File: config.mk
export PLATFORM = sky130hd
export DESIGN_NAME = size_class_block_allocator_top
export DESIGN_NICKNAME = d
export VERILOG_FILES = /design/src/rtl/scba_pkg.sv /design/src/rtl/size_class_block_allocator_top.sv
export VERILOG_INCLUDE_DIRS = /design/src /design/src/rtl
export SDC_FILE = /design/constraint.sdc
export NUM_CORES = 2
export LEC_CHECK = 0
export BUFFER_PORTS_ARGS = -buffer_cell sky130_fd_sc_hd__clkbuf_2
export CORE_MARGIN = 3
export CORE_UTILIZATION = 40
export CTS_CLUSTER_DIAMETER = 60
export DETAILED_ROUTE_END_ITERATION = 16
export GPL_ROUTABILITY_DRIVEN = 0
export SETUP_SLACK_MARGIN = 0.05
export SLEW_MARGIN = 40
export SYNTH_ARGS = -nofsm -noshare
export SYNTH_HDL_FRONTEND = slang
export SYNTH_SLANG_ARGS = --single-unit
File: constraint.sdc
create_clock -name clk -period 19.4 [get_ports clk]
set_clock_uncertainty 0.1 [all_clocks]
set_input_delay 3.88 -clock clk [delete_from_list [all_inputs] [get_ports clk]]
set_output_delay 3.88 -clock clk [all_outputs]
set_load 0.02 [all_outputs]
File: src/rtl/assert_macros.svh
// Assertion macros shared by the allocator RTL.
// Expects clk and arst_n in the scope where a macro is used.
`ifndef ASSERT_MACROS_SVH
`define ASSERT_MACROS_SVH

// Clocked property, off while reset is asserted
`define SCBA_ASSERT(lbl, prop, msg) \
	lbl: assert property (@(posedge clk) disable iff (!arst_n) prop) else $error(msg);

// Condition in one cycle implies a consequence in the next
`define SCBA_ASSERT_NXT(lbl, ante, cons, msg) \
	`SCBA_ASSERT(lbl, (ante) |=> (cons), msg)

`endif

File: src/rtl/scba_pkg.sv
// Package for the size-class block allocator: field widths, codes, reset values.
// No dependencies; imported by the allocator top level.
`default_nettype none

package scba_pkg;

	localparam int NUM_CLASSES = 4;
	localparam int CLS_W       = 2;
	localparam int LOG2_W      = 4;
	localparam int REQ_W       = 16;
	localparam int ADDR_W      = 20;
	// area base (up to 2^19) plus four regions of up to 64 x 4 KiB
	localparam int AREA_W      = ADDR_W + 1;
	localparam int S_TDATA_W   = 40;
	localparam int M_TDATA_W   = 24;

	typedef logic [LOG2_W-1:0] log2_t;

	localparam log2_t LOG2_MIN = 4'd3;
	localparam log2_t LOG2_MAX = 4'd12;
	localparam log2_t RESET_LOG2 [NUM_CLASSES] = '{4'd4, 4'd5, 4'd6, 4'd11};

	typedef enum logic [1:0] {
		ST_OK        = 2'd0,
		ST_EMPTY     = 2'd1,
		ST_TOO_LARGE = 2'd2,
		ST_BAD_FREE  = 2'd3
	} status_t;

	typedef enum logic {
		ACT_ALLOC = 1'b0,
		ACT_FREE  = 1'b1
	} action_t;

endpackage

`default_nettype wire

File: src/rtl/size_class_block_allocator_top.sv
// One item at a time: a new beat is taken only after the last one completes.
// The accept cycle reads the popped block's next pointer from the free-list memory;
// completion updates the class head and writes back (free pushes).
// A finished result waits in an output register while the next beat is taken.
// Reset and any register write rebuild all lists at once: per-entry written bits
// are cleared and unwritten entries read as the ascending chain; no clearing pass.
`default_nettype none
`include "assert_macros.svh"

module size_class_block_allocator_top
	import scba_pkg::*;
#(
	parameter int HEADER_BYTES  = 8,
	parameter int BLOCKS_CLASS0 = 32,
	parameter int BLOCKS_CLASS1 = 32,
	parameter int BLOCKS_CLASS2 = 32,
	parameter int BLOCKS_CLASS3 = 16,
	parameter int AREA_BASE     = 0
)(
	input  wire logic                 clk,
	input  wire logic                 arst_n,
	input  wire logic                 cfg_wen,
	input  wire logic [CLS_W-1:0]     cfg_addr,
	input  wire logic [LOG2_W-1:0]    cfg_wdata,
	input  wire logic                 s_tvalid,
	output      logic                 s_tready,
	input  wire logic [S_TDATA_W-1:0] s_tdata,   // request_size[15:0], block_address[35:16]
	input  wire logic                 s_tuser,   // action
	output      logic                 m_tvalid,
	input  wire logic                 m_tready,
	output      logic [M_TDATA_W-1:0] m_tdata    // status[1:0], granted_address[21:2]
);

	localparam int TOTAL = BLOCKS_CLASS0 + BLOCKS_CLASS1 + BLOCKS_CLASS2 + BLOCKS_CLASS3;
	localparam int IW    = (TOTAL > 1) ? $clog2(TOTAL) : 1;

	localparam int COUNT [NUM_CLASSES] = '{BLOCKS_CLASS0, BLOCKS_CLASS1,
		BLOCKS_CLASS2, BLOCKS_CLASS3};
	localparam logic [IW-1:0] FIRST_IX [NUM_CLASSES] = '{IW'(0), IW'(BLOCKS_CLASS0),
		IW'(BLOCKS_CLASS0 + BLOCKS_CLASS1),
		IW'(BLOCKS_CLASS0 + BLOCKS_CLASS1 + BLOCKS_CLASS2)};
	localparam logic [IW-1:0] LAST_IX [NUM_CLASSES] = '{IW'(BLOCKS_CLASS0 - 1),
		IW'(BLOCKS_CLASS0 + BLOCKS_CLASS1 - 1),
		IW'(BLOCKS_CLASS0 + BLOCKS_CLASS1 + BLOCKS_CLASS2 - 1), IW'(TOTAL - 1)};

	// config and list heads
	log2_t             log2_q       [NUM_CLASSES];
	logic [IW-1:0]     class_head_q [NUM_CLASSES];
	logic [NUM_CLASSES-1:0] head_valid_q;
	logic [TOTAL-1:0]  written_q;

	// free-list memory: {valid, next index}
	logic [IW:0]       next_mem [TOTAL];
	logic [IW:0]       rd_s1;
	logic              rd_written_s1;

	// item in flight
	logic              busy_q;
	action_t           act_s1;
	logic [CLS_W-1:0]  cls_s1;
	status_t           err_s1;
	logic [IW-1:0]     idx_s1;
	logic [AREA_W-1:0] off_s1;

	// output register
	logic              m_tvalid_q;
	status_t           status_q;
	logic [ADDR_W-1:0] granted_q;

	// input side decode
	logic              acc;
	action_t           in_act;
	logic [REQ_W-1:0]  in_req;
	logic [ADDR_W-1:0] in_addr;
	logic [AREA_W-1:0] region_start [NUM_CLASSES+1];
	logic [REQ_W:0]    need;
	logic              alloc_hit;
	logic [CLS_W-1:0]  alloc_cls;
	logic [IW-1:0]     head_idx;
	logic              addr_ok;
	logic [AREA_W-1:0] rel;
	logic              free_hit;
	logic [CLS_W-1:0]  free_cls;
	logic [AREA_W-1:0] free_off;

	// completion side
	logic              done;
	logic              alloc_ok;
	logic              free_ok;
	logic              mem_we;
	logic              is_last;
	logic [IW:0]       next_val;
	logic [IW-1:0]     lcl;
	logic [AREA_W-1:0] blk_addr;
	logic [AREA_W-1:0] blk_mask;
	logic [AREA_W-1:0] free_lcl;
	logic [IW-1:0]     free_idx;
	status_t           status_d;

	assign acc      = s_tvalid && s_tready;
	assign s_tready = !busy_q;
	assign in_act   = action_t'(s_tuser);
	assign in_req   = s_tdata[REQ_W-1:0];
	assign in_addr  = s_tdata[REQ_W+ADDR_W-1:REQ_W];

	// region layout follows the block sizes
	always_comb begin
		region_start[0] = AREA_W'(AREA_BASE);
		for (int c = 0; c < NUM_CLASSES; c++)
			region_start[c+1] = region_start[c] + (AREA_W'(COUNT[c]) << log2_q[c]);
	end

	// allocate: first class whose payload holds the request
	assign need = {1'b0, in_req} + (REQ_W+1)'(HEADER_BYTES);
	always_comb begin
		alloc_hit = 1'b0;
		alloc_cls = '0;
		for (int c = NUM_CLASSES - 1; c >= 0; c--) begin
			if (need <= ((REQ_W+1)'(1) << log2_q[c])) begin
				alloc_hit = 1'b1;
				alloc_cls = CLS_W'(c);
			end
		end
	end
	assign head_idx = class_head_q[alloc_cls];

	// free: find the region holding the block start
	assign addr_ok = in_addr >= ADDR_W'(HEADER_BYTES);
	assign rel     = AREA_W'(in_addr) - AREA_W'(HEADER_BYTES);
	always_comb begin
		free_hit = 1'b0;
		free_cls = '0;
		for (int c = NUM_CLASSES - 1; c >= 0; c--) begin
			if (rel >= region_start[c] && rel < region_start[c+1]) begin
				free_hit = 1'b1;
				free_cls = CLS_W'(c);
			end
		end
	end
	assign free_off = rel - region_start[free_cls];

	// completion
	assign done = busy_q && (!m_tvalid_q || m_tready);

	always_comb begin
		is_last = 1'b0;
		for (int c = 0; c < NUM_CLASSES; c++)
			if (idx_s1 == LAST_IX[c])
				is_last = 1'b1;
	end
	assign next_val = rd_written_s1 ? rd_s1 : {!is_last, idx_s1 + IW'(1)};

	assign lcl      = idx_s1 - FIRST_IX[cls_s1];
	assign blk_addr = region_start[cls_s1] + (AREA_W'(lcl) << log2_q[cls_s1])
		+ AREA_W'(HEADER_BYTES);

	assign blk_mask = (AREA_W'(1) << log2_q[cls_s1]) - AREA_W'(1);
	assign free_lcl = off_s1 >> log2_q[cls_s1];
	assign free_idx = FIRST_IX[cls_s1] + free_lcl[IW-1:0];

	assign alloc_ok = (act_s1 == ACT_ALLOC) && (err_s1 == ST_OK) && head_valid_q[cls_s1];
	assign free_ok  = (act_s1 == ACT_FREE) && (err_s1 == ST_OK)
		&& ((off_s1 & blk_mask) == '0);
	assign mem_we   = done && free_ok;

	always_comb begin
		if (act_s1 == ACT_ALLOC) begin
			if (err_s1 != ST_OK)
				status_d = err_s1;
			else if (!head_valid_q[cls_s1])
				status_d = ST_EMPTY;
			else
				status_d = ST_OK;
		end else begin
			status_d = free_ok ? ST_OK : ST_BAD_FREE;
		end
	end

	// free-list memory: one read at accept, one write when a free completes
	always_ff @(posedge clk) begin
		if (acc) begin
			rd_s1         <= next_mem[head_idx];
			rd_written_s1 <= written_q[head_idx];
		end
		if (mem_we)
			next_mem[free_idx] <= {head_valid_q[cls_s1], class_head_q[cls_s1]};
	end

	// item payload captured at accept, result captured at completion
	always_ff @(posedge clk) begin
		if (acc) begin
			act_s1 <= in_act;
			idx_s1 <= head_idx;
			off_s1 <= free_off;
			if (in_act == ACT_ALLOC) begin
				cls_s1 <= alloc_cls;
				err_s1 <= alloc_hit ? ST_OK : ST_TOO_LARGE;
			end else begin
				cls_s1 <= free_cls;
				err_s1 <= (addr_ok && free_hit) ? ST_OK : ST_BAD_FREE;
			end
		end
		if (done) begin
			status_q  <= status_d;
			granted_q <= alloc_ok ? blk_addr[ADDR_W-1:0] : '0;
		end
	end

	// control, config and list heads
	always_ff @(posedge clk or negedge arst_n) begin
		if (!arst_n) begin
			for (int c = 0; c < NUM_CLASSES; c++) begin
				log2_q[c]       <= RESET_LOG2[c];
				class_head_q[c] <= FIRST_IX[c];
			end
			head_valid_q <= '1;
			written_q    <= '0;
			busy_q       <= 1'b0;
			m_tvalid_q   <= 1'b0;
		end else begin
			if (acc)
				busy_q <= 1'b1;
			else if (done)
				busy_q <= 1'b0;

			if (done)
				m_tvalid_q <= 1'b1;
			else if (m_tready)
				m_tvalid_q <= 1'b0;

			// pop on allocate
			if (done && alloc_ok) begin
				class_head_q[cls_s1] <= next_val[IW-1:0];
				head_valid_q[cls_s1] <= next_val[IW];
			end
			// push on free
			if (mem_we) begin
				class_head_q[cls_s1] <= free_idx;
				head_valid_q[cls_s1] <= 1'b1;
				written_q[free_idx]  <= 1'b1;
			end

			// register write clamps the size and rebuilds every list
			if (cfg_wen) begin
				if (cfg_wdata < LOG2_MIN)
					log2_q[cfg_addr] <= LOG2_MIN;
				else if (cfg_wdata > LOG2_MAX)
					log2_q[cfg_addr] <= LOG2_MAX;
				else
					log2_q[cfg_addr] <= cfg_wdata;
				for (int c = 0; c < NUM_CLASSES; c++)
					class_head_q[c] <= FIRST_IX[c];
				head_valid_q <= '1;
				written_q    <= '0;
			end
		end
	end

	assign m_tvalid = m_tvalid_q;
	assign m_tdata  = {(M_TDATA_W-ADDR_W-2)'(0), granted_q, status_q};

	// checks
	`SCBA_ASSERT(a_fail_zero_addr, (m_tvalid && status_q != ST_OK) |-> (granted_q == '0), "failed result carries an address")
	`SCBA_ASSERT_NXT(a_done_to_out, done, (m_tvalid && !busy_q), "finished item did not reach the output register")
	`SCBA_ASSERT_NXT(a_free_at_head, mem_we, (head_valid_q[cls_s1] && class_head_q[cls_s1] == $past(free_idx)), "freed block is not the class head")

endmodule

`default_nettype wire

======== Word level (Yosys, flattened, before mapping) ========
Memory sizes are Yosys's and may differ from the RTL's. A register that Yosys moved wholly into a read port is not among the register bits.
Index checks and enable logic that the tools add are counted.
operators by class
  $add $sub $neg .......................... 12
  magnitude comparators ................... 27
  eq/ne operators ......................... 4
  shift-type cells ........................ 11
  muxes and demuxes ....................... 79
  bitwise operators ....................... 14
  reductions and logical operators ........ 27
operators by type and width
  operator                                                                              number
  112-bit two-way mux                                                                   2
  21-bit binary-select mux with 3-bit select                                            2
  112-bit OR                                                                            1
  21-bit < comparator                                                                   4
  28-bit two-way mux                                                                    3
  17-bit <= comparator                                                                  4
  1-bit by 4-bit << shifter with 17-bit output, first input constant                    4
  21-bit adder                                                                          3
  21-bit greater-or-equal comparator                                                    3
  6-bit by 4-bit << shifter with 21-bit output, first input constant                    3
  28-bit bitwise mux                                                                    2
  7-bit two-way mux                                                                     7
  7-bit binary-select mux with 2-bit select                                             3
  21-bit two-way mux                                                                    2
  20-bit two-way mux                                                                    2
  16-bit two-way mux                                                                    2
  2-bit two-way mux                                                                     15
  4-bit two-way mux                                                                     6
  1-bit two-way mux                                                                     23
  21-bit bitwise AND                                                                    1
  21-bit by 1-bit greater-or-equal comparator with 1-bit output, second input constant  1
  21-bit zero test                                                                      1
  1-bit by 4-bit << shifter with 21-bit output, first input constant                    1
  5-bit by 4-bit << shifter with 21-bit output, first input constant                    1
  other kinds (45)                                                                      78
storage, ports and cells
  register bits after elaboration ......... 218
  RAM bits ................................ 896
  bits of input ports ..................... 52
  output and inout bits ................... 26
  word-level logic and storage cells ...... 195
  memories ................................ 1
memories
  name      depth  bits a word  rd ports  clocked after Yosys merged registers in  write ports  line                                  source
  next_mem  112    8            1         1                                        1            size_class_block_allocator_top.sv:53  logic [IW:0] next_mem [TOTAL];

======== Logic depth before layout (Yosys ltp) ========
  depth after elaboration ................. 15
  mapped depth ............................ 51
  mapped depth without buffers ............ 50

======== Worst setup path after synthesis ========
Ideal clock, no wire load.
  path kind ............................... in2reg
  from .................................... input s_tdata[23]
  to ...................................... register off_s1[20], data pin
  setup time .............................. 0.268 ns
  arrival ................................. 10.536 ns
  data required time ...................... 19.032 ns
  slack ................................... 8.496 ns
  cell stages on the path ................. 32
  buffers on the path ..................... 1
  path through ............................ or4_1 > nor4_1 > nand2_1 > nor3_1 > xor2_1 > ha_1 > a21o_1 > a21o_1 > a21o_1 > a21o_1 > a21o_1 > a21o_1 > a21o_1 > a2111oi_0 > or3_1 > and3b_1 > clkbuf_1 > a22oi_1 > ha_1 > o21a_1 > o21ai_0 > a21boi_0 > o21ai_0 > a21boi_0 > o21ai_0 > a21boi_0 > o21ai_0 > a21oi_1 > o41ai_1 > nor2_1 > a211oi_1 > xor2_1
on the way
  cells in the longest elaborated chain, start to end .. 12
  elaborated cells between the ends (all ways) .. 22
  those cells by class .................... add/sub: 2; order compare: 8; mux: 7; bitwise: 1; reduce/logical: 4
ends and longest elaborated chain
  element                                                                           line                                   source
  start, declared                                                                   size_class_block_allocator_top.sv:27   input wire logic [S_TDATA_W-1:0] s_tdata,
  20-bit by 4-bit subtractor with 21-bit output *                                   size_class_block_allocator_top.sv:129  assign rel = AREA_W'(in_addr) - AREA_W'(HEADER_BYTES);
  21-bit greater-or-equal comparator / 21-bit < comparator (equally long branches)  size_class_block_allocator_top.sv:134  if (rel >= region_start[c] && rel < region_start[c+1]) begin
  1-bit logical AND                                                                 size_class_block_allocator_top.sv:134
  2-bit two-way mux (4 in series)                                                   size_class_block_allocator_top.sv:134
  2-bit inverter with 3-bit output (not written as such)                            size_class_block_allocator_top.sv:140  assign free_off = rel - region_start[free_cls];
  21-bit binary-select mux with 3-bit select                                        size_class_block_allocator_top.sv:140
  21-bit two-way mux (not written as such) (2 in series)                            size_class_block_allocator_top.sv:140
  21-bit subtractor *                                                               size_class_block_allocator_top.sv:140
  net free_off[20]                                                                  size_class_block_allocator_top.sv:84   logic [AREA_W-1:0] free_off;
  end signal, assigned                                                              size_class_block_allocator_top.sv:194  off_s1 <= free_off;
  end, declared                                                                     size_class_block_allocator_top.sv:63   logic [AREA_W-1:0] off_s1;
The timed path passes the listed nets; every way through them passes the cells marked *. The select of a mux whose other input is x is not followed.
A chain may end at the register's enable or synchronous reset.

======== Worst setup path after layout ========
  from .................................... register log2_q[12] (netlist bit)
  to ...................................... register off_s1[20], data pin
on the way
  cells in the longest elaborated chain, start to end .. 15
  elaborated cells between the ends (all ways) .. 24
  those cells by class .................... add/sub: 4; order compare: 7; shift: 1; mux: 7; bitwise: 1; reduce/logical: 4
ends and longest elaborated chain
  element                                                   line                                   source
  start, declared                                           size_class_block_allocator_top.sv:47   log2_t log2_q [NUM_CLASSES];
  start signal, assigned by index                           size_class_block_allocator_top.sv:213  log2_q[c] <= RESET_LOG2[c];
  start signal, assigned by index                           size_class_block_allocator_top.sv:250  log2_q[cfg_addr] <= cfg_wdata;
  6-bit by 4-bit << shifter with 21-bit output *            size_class_block_allocator_top.sv:110  region_start[c+1] = region_start[c] + (AREA_W'(COUNT[c]) << log2_q[c]);
  21-bit adder (3 in series)                                size_class_block_allocator_top.sv:110
  21-bit < comparator                                       size_class_block_allocator_top.sv:134
  1-bit logical AND                                         size_class_block_allocator_top.sv:134
  2-bit two-way mux (4 in series)                           size_class_block_allocator_top.sv:134
  2-bit inverter with 3-bit output (not written as such)    size_class_block_allocator_top.sv:140
  21-bit binary-select mux with 3-bit select *              size_class_block_allocator_top.sv:140
  21-bit two-way mux (not written as such) * (2 in series)  size_class_block_allocator_top.sv:140
  21-bit subtractor *                                       size_class_block_allocator_top.sv:140
  net free_off[20]                                          size_class_block_allocator_top.sv:84
Marks and branches as above.

==> impl_metrics.py <==
metrics = {
    "clocking": {
        "htreeDepth": 3,
        "clock-sinks": 1122,
        "clk_latency_ns": 0.74,
        "root_buffer": "clkbuf_16",
        "cts_resized": 0,
        "postCtsHoldBufs": 0,
        "cts_setup_buffers": 0,
        "clk_pin_slew_ns": 0.06,
        "cts_tree": "done",
        "cts_inserted_buffers": 117,
        "clockBufferDepth": 3,
    },
    "floorplan": {
        "io_pins": 78,
        "num_rows": 136,
        "die_w_um": 379,
        "fp.dieH_um": 379,
        "die-area_sq_um": 143000,
        "coreArea_sq_um": 138000,
        "initial_core_util_pct": 40.4,
    },
    "timing": {
        "setup_tns_ns": 0,
        "period_share_pct": 60.5,
        "setup_ws_ns": 7.66,
        "holdWs_ns": 0.394,
        "finalCriticalPeriod_ns": 11.74,
        "setup_violations": 0,
        "hold_viol": 0,
        "slew_violations": 0,
        "worstMarginPinSlew_ns": 0.968,
        "relSlewSlack_pct": 34.6,
        "fmaxAchievable_mhz": 85.2,
        "rsz0062_at_grt": "false",
    },
    "route": {
        "via_per_inst": 5.75,
        "routedWlPerCell_um": 23.4,
        "drt_iter0_markers": 4113,
        "dr.pass1.iters": 6,
        "final_antenna_net_count": 0,
        "wirelength_mm": 157,
        "vias": 38570,
        "drc": 0,
    },
    "cells_and_area": {
        "final_cells": 6707,
        "n_fill_cell": 12417,
        "nets": 5079,
        "drive_above_1_share_pct": 10.2,
        "area_growth_pct": 11.5,
    },
    "global_route": {
        "grt_usage_pct": 21.5,
        "overflow": 0,
        "antenna_found_initial": 1,
        "grt_max_degree": 151,
        "grt_pass1_wl_mm": 233,
        "grt_pass1_vias": 36226,
    },
    "pwr": {
        "internal-power_mw": 4.50,
        "clkPwrFrac_pct": 33.7,
        "static-leakage-power_nw": 22.7,
        "swShare_pct": 31.8,
        "peakVddDrop_uv": 84.2,
        "p_switching_mw": 2.10,
        "seqPwrFrac_pct": 42.1,
        "power.density_nw_per_um2": 107,
        "p_comb_share_pct": 24.1,
    },
    "synth": {
        "ys_async_sr_fraction_pct": 14.4,
        "ys_seq_elements": 1122,
        "yosysSeqAreaShare_pct": 59.2,
        "postSynthCellCount": 4794,
        "post-synth-top-count-cell": "edfxtp_1",
        "synth_edf_count": 960,
        "synth_cell_types": 88,
        "synthFlopType": "edfxtp_1",
        "syn_avg_cell_area_sq_um": 11.6,
        "synth_top_area_cell": "edfxtp_1",
        "yosys.area.top_type_share_pct": 51.9,
        "ys.warnings.count": 0,
        "synth_area_sq_um": 55600,
        "ys_top_cells_by_count": "edfxtp_1 (960), nand2_1 (706), nor2_1 (491)",
        "synth_area_leaders": "edfxtp_1 (52%), dfrtp_1 (6.6%), mux2i_1 (5.8%)",
    },
    "critical_path": {
        "path_class": "flop to flop",
        "crit_path_max_incr_delay_ns": 0.65,
        "start_kind": "flop",
        "worst_path_max_delay_cell": "dfrtp_1",
        "cp_data_required_time_ns": 19.76,
        "arrival_ns": 12.11,
        "cp-end-kind": "flop",
        "critPathMaxFanout": 17,
    },
    "job": {
        "drv_cap": 0,
    },
    "run_status": {
        "outcome": "complete, no violations",
    },
    "place": {
        "pre_cts_ws_ns": 6.94,
        "dp_hpwl_mm": 103,
        "placedCellCount": 6483,
        "io_buffers": 71,
    },
    "hold_path": {
        "hp-class": "flop to flop",
    },
}
[critical path: cells and delay by family (launching register included)]
family	cells	cell delay, ns
XOR/XNOR	5	1.15
flip-flops	1	0.65
AO/OA/AOI/OAI	25	5.81
adder cells (fa/ha/maj)	5	1.46
buffers and inverters	4	0.63
AND/OR/NAND/NOR	9	1.68
[cell families after synthesis]
group	count (synthesis)	share of synthesized area (%)
fa+ha+maj	221	4.99
mux	374	7.59
compound gates	675	8.22
other cells	1	0.00675
xor+xnor	106	1.72
simple gates	1892	15.2
buf+inv	403	3.03
flops	1122	59.2
[placed cells by master, fill, tap and decap left out, drive strengths merged, types with 10 or more instances in the layout]
master / instances
edfxtp: 960
nand2: 706
nor2: 491
mux2i: 320
nand3: 316
clkbuf: 232
ha: 216
a21oi: 175
inv: 160
dfrtp: 146
o21ai: 110
nor3: 79
buf: 79
xnor2: 73
o22ai: 68
nand4: 57
nor2b: 51
and3: 49
a211oi: 40
nand2b: 39
nor4: 38
mux4: 36
clkinv: 36
a21o: 34
a32o: 34
xor2: 32
a22oi: 26
a311oi: 23
o21a: 22
a32oi: 22
mux2: 18
dfstp: 16
o41ai: 15
or2: 14
or4: 13
o21bai: 11
o2111ai: 10
[per-layer routing]
layer	GRT usage [%]	share of wire, %
met5	0	0
met2	33.6	45
met1	30.3	44
met4	6.58	3.0
met3	4.17	7.7
[power by group through the flow]
stage	Clock, mW	Combinational [mW]	Sequential [mW]
finish	2.23	1.59	2.78
global route	2.36	1.73	2.78
CTS	2.26	1.56	2.78
detailed placement	0	1.55	2.83
global placement	0	1.52	2.82
floorplan	0	1.03	2.81
[registers in the layout (all words and copies together), names as in the netlist, 2 cells and up]
name	flops
written_q	112
head_valid_q	4
cls_s1	2
err_s1	2
class_head_q	28
next_mem	896
status_q	2
off_s1	21
idx_s1	7
granted_q	20
log2_q	16
rd_s1	8
[per-stage QoR]
stage / area, sq um / util, % / power (mW)
6_report: 61900 / 45.0 / 6.60
5_1_grt: 61900 / 45.0 / 6.87
4_1_cts: 61800 / 44.9 / 6.60
3_5_place_dp: 58000 / 42.1 / 4.38
3_3_place_gp: 57800 / 42.0 / 4.35
2_1_floorplan: 55600 / - / 3.85
[area by class of cell]
cell class	count	area [sq um]	area share, %
inverters	149	581	0.937
clock inverters	59	604	0.976
flip-flops and latches	1122	32900	53.1
well taps	1794	2240	3.62
multi-input cells	3270	21300	34.5
diodes	2	5.00	0.00808
clock buffers	162	3210	5.18
repair buffers	149	1050	1.69
[worst paths after layout]
| kind | endpoint | startpoint | slack, ns | cells past startpoint |
|---|---|---|---|---|
| setup / recovery | off_s1[20] | log2_q[12] | 7.66 | 48 |
| hold / removal | written_q[20] | written_q[20] | 0.39 | 2 |
| setup reg to reg | off_s1[20] | log2_q[12] | 7.66 | 48 |
| hold reg to reg | written_q[20] | written_q[20] | 0.39 | 2 |
| max in group asynchronous | log2_q[13] | arst_n | 14.96 | 2 |
| min in group asynchronous | written_q[63] | arst_n | 3.05 | 1 |
No activity file was read; power rests on OpenSTA's default activity.
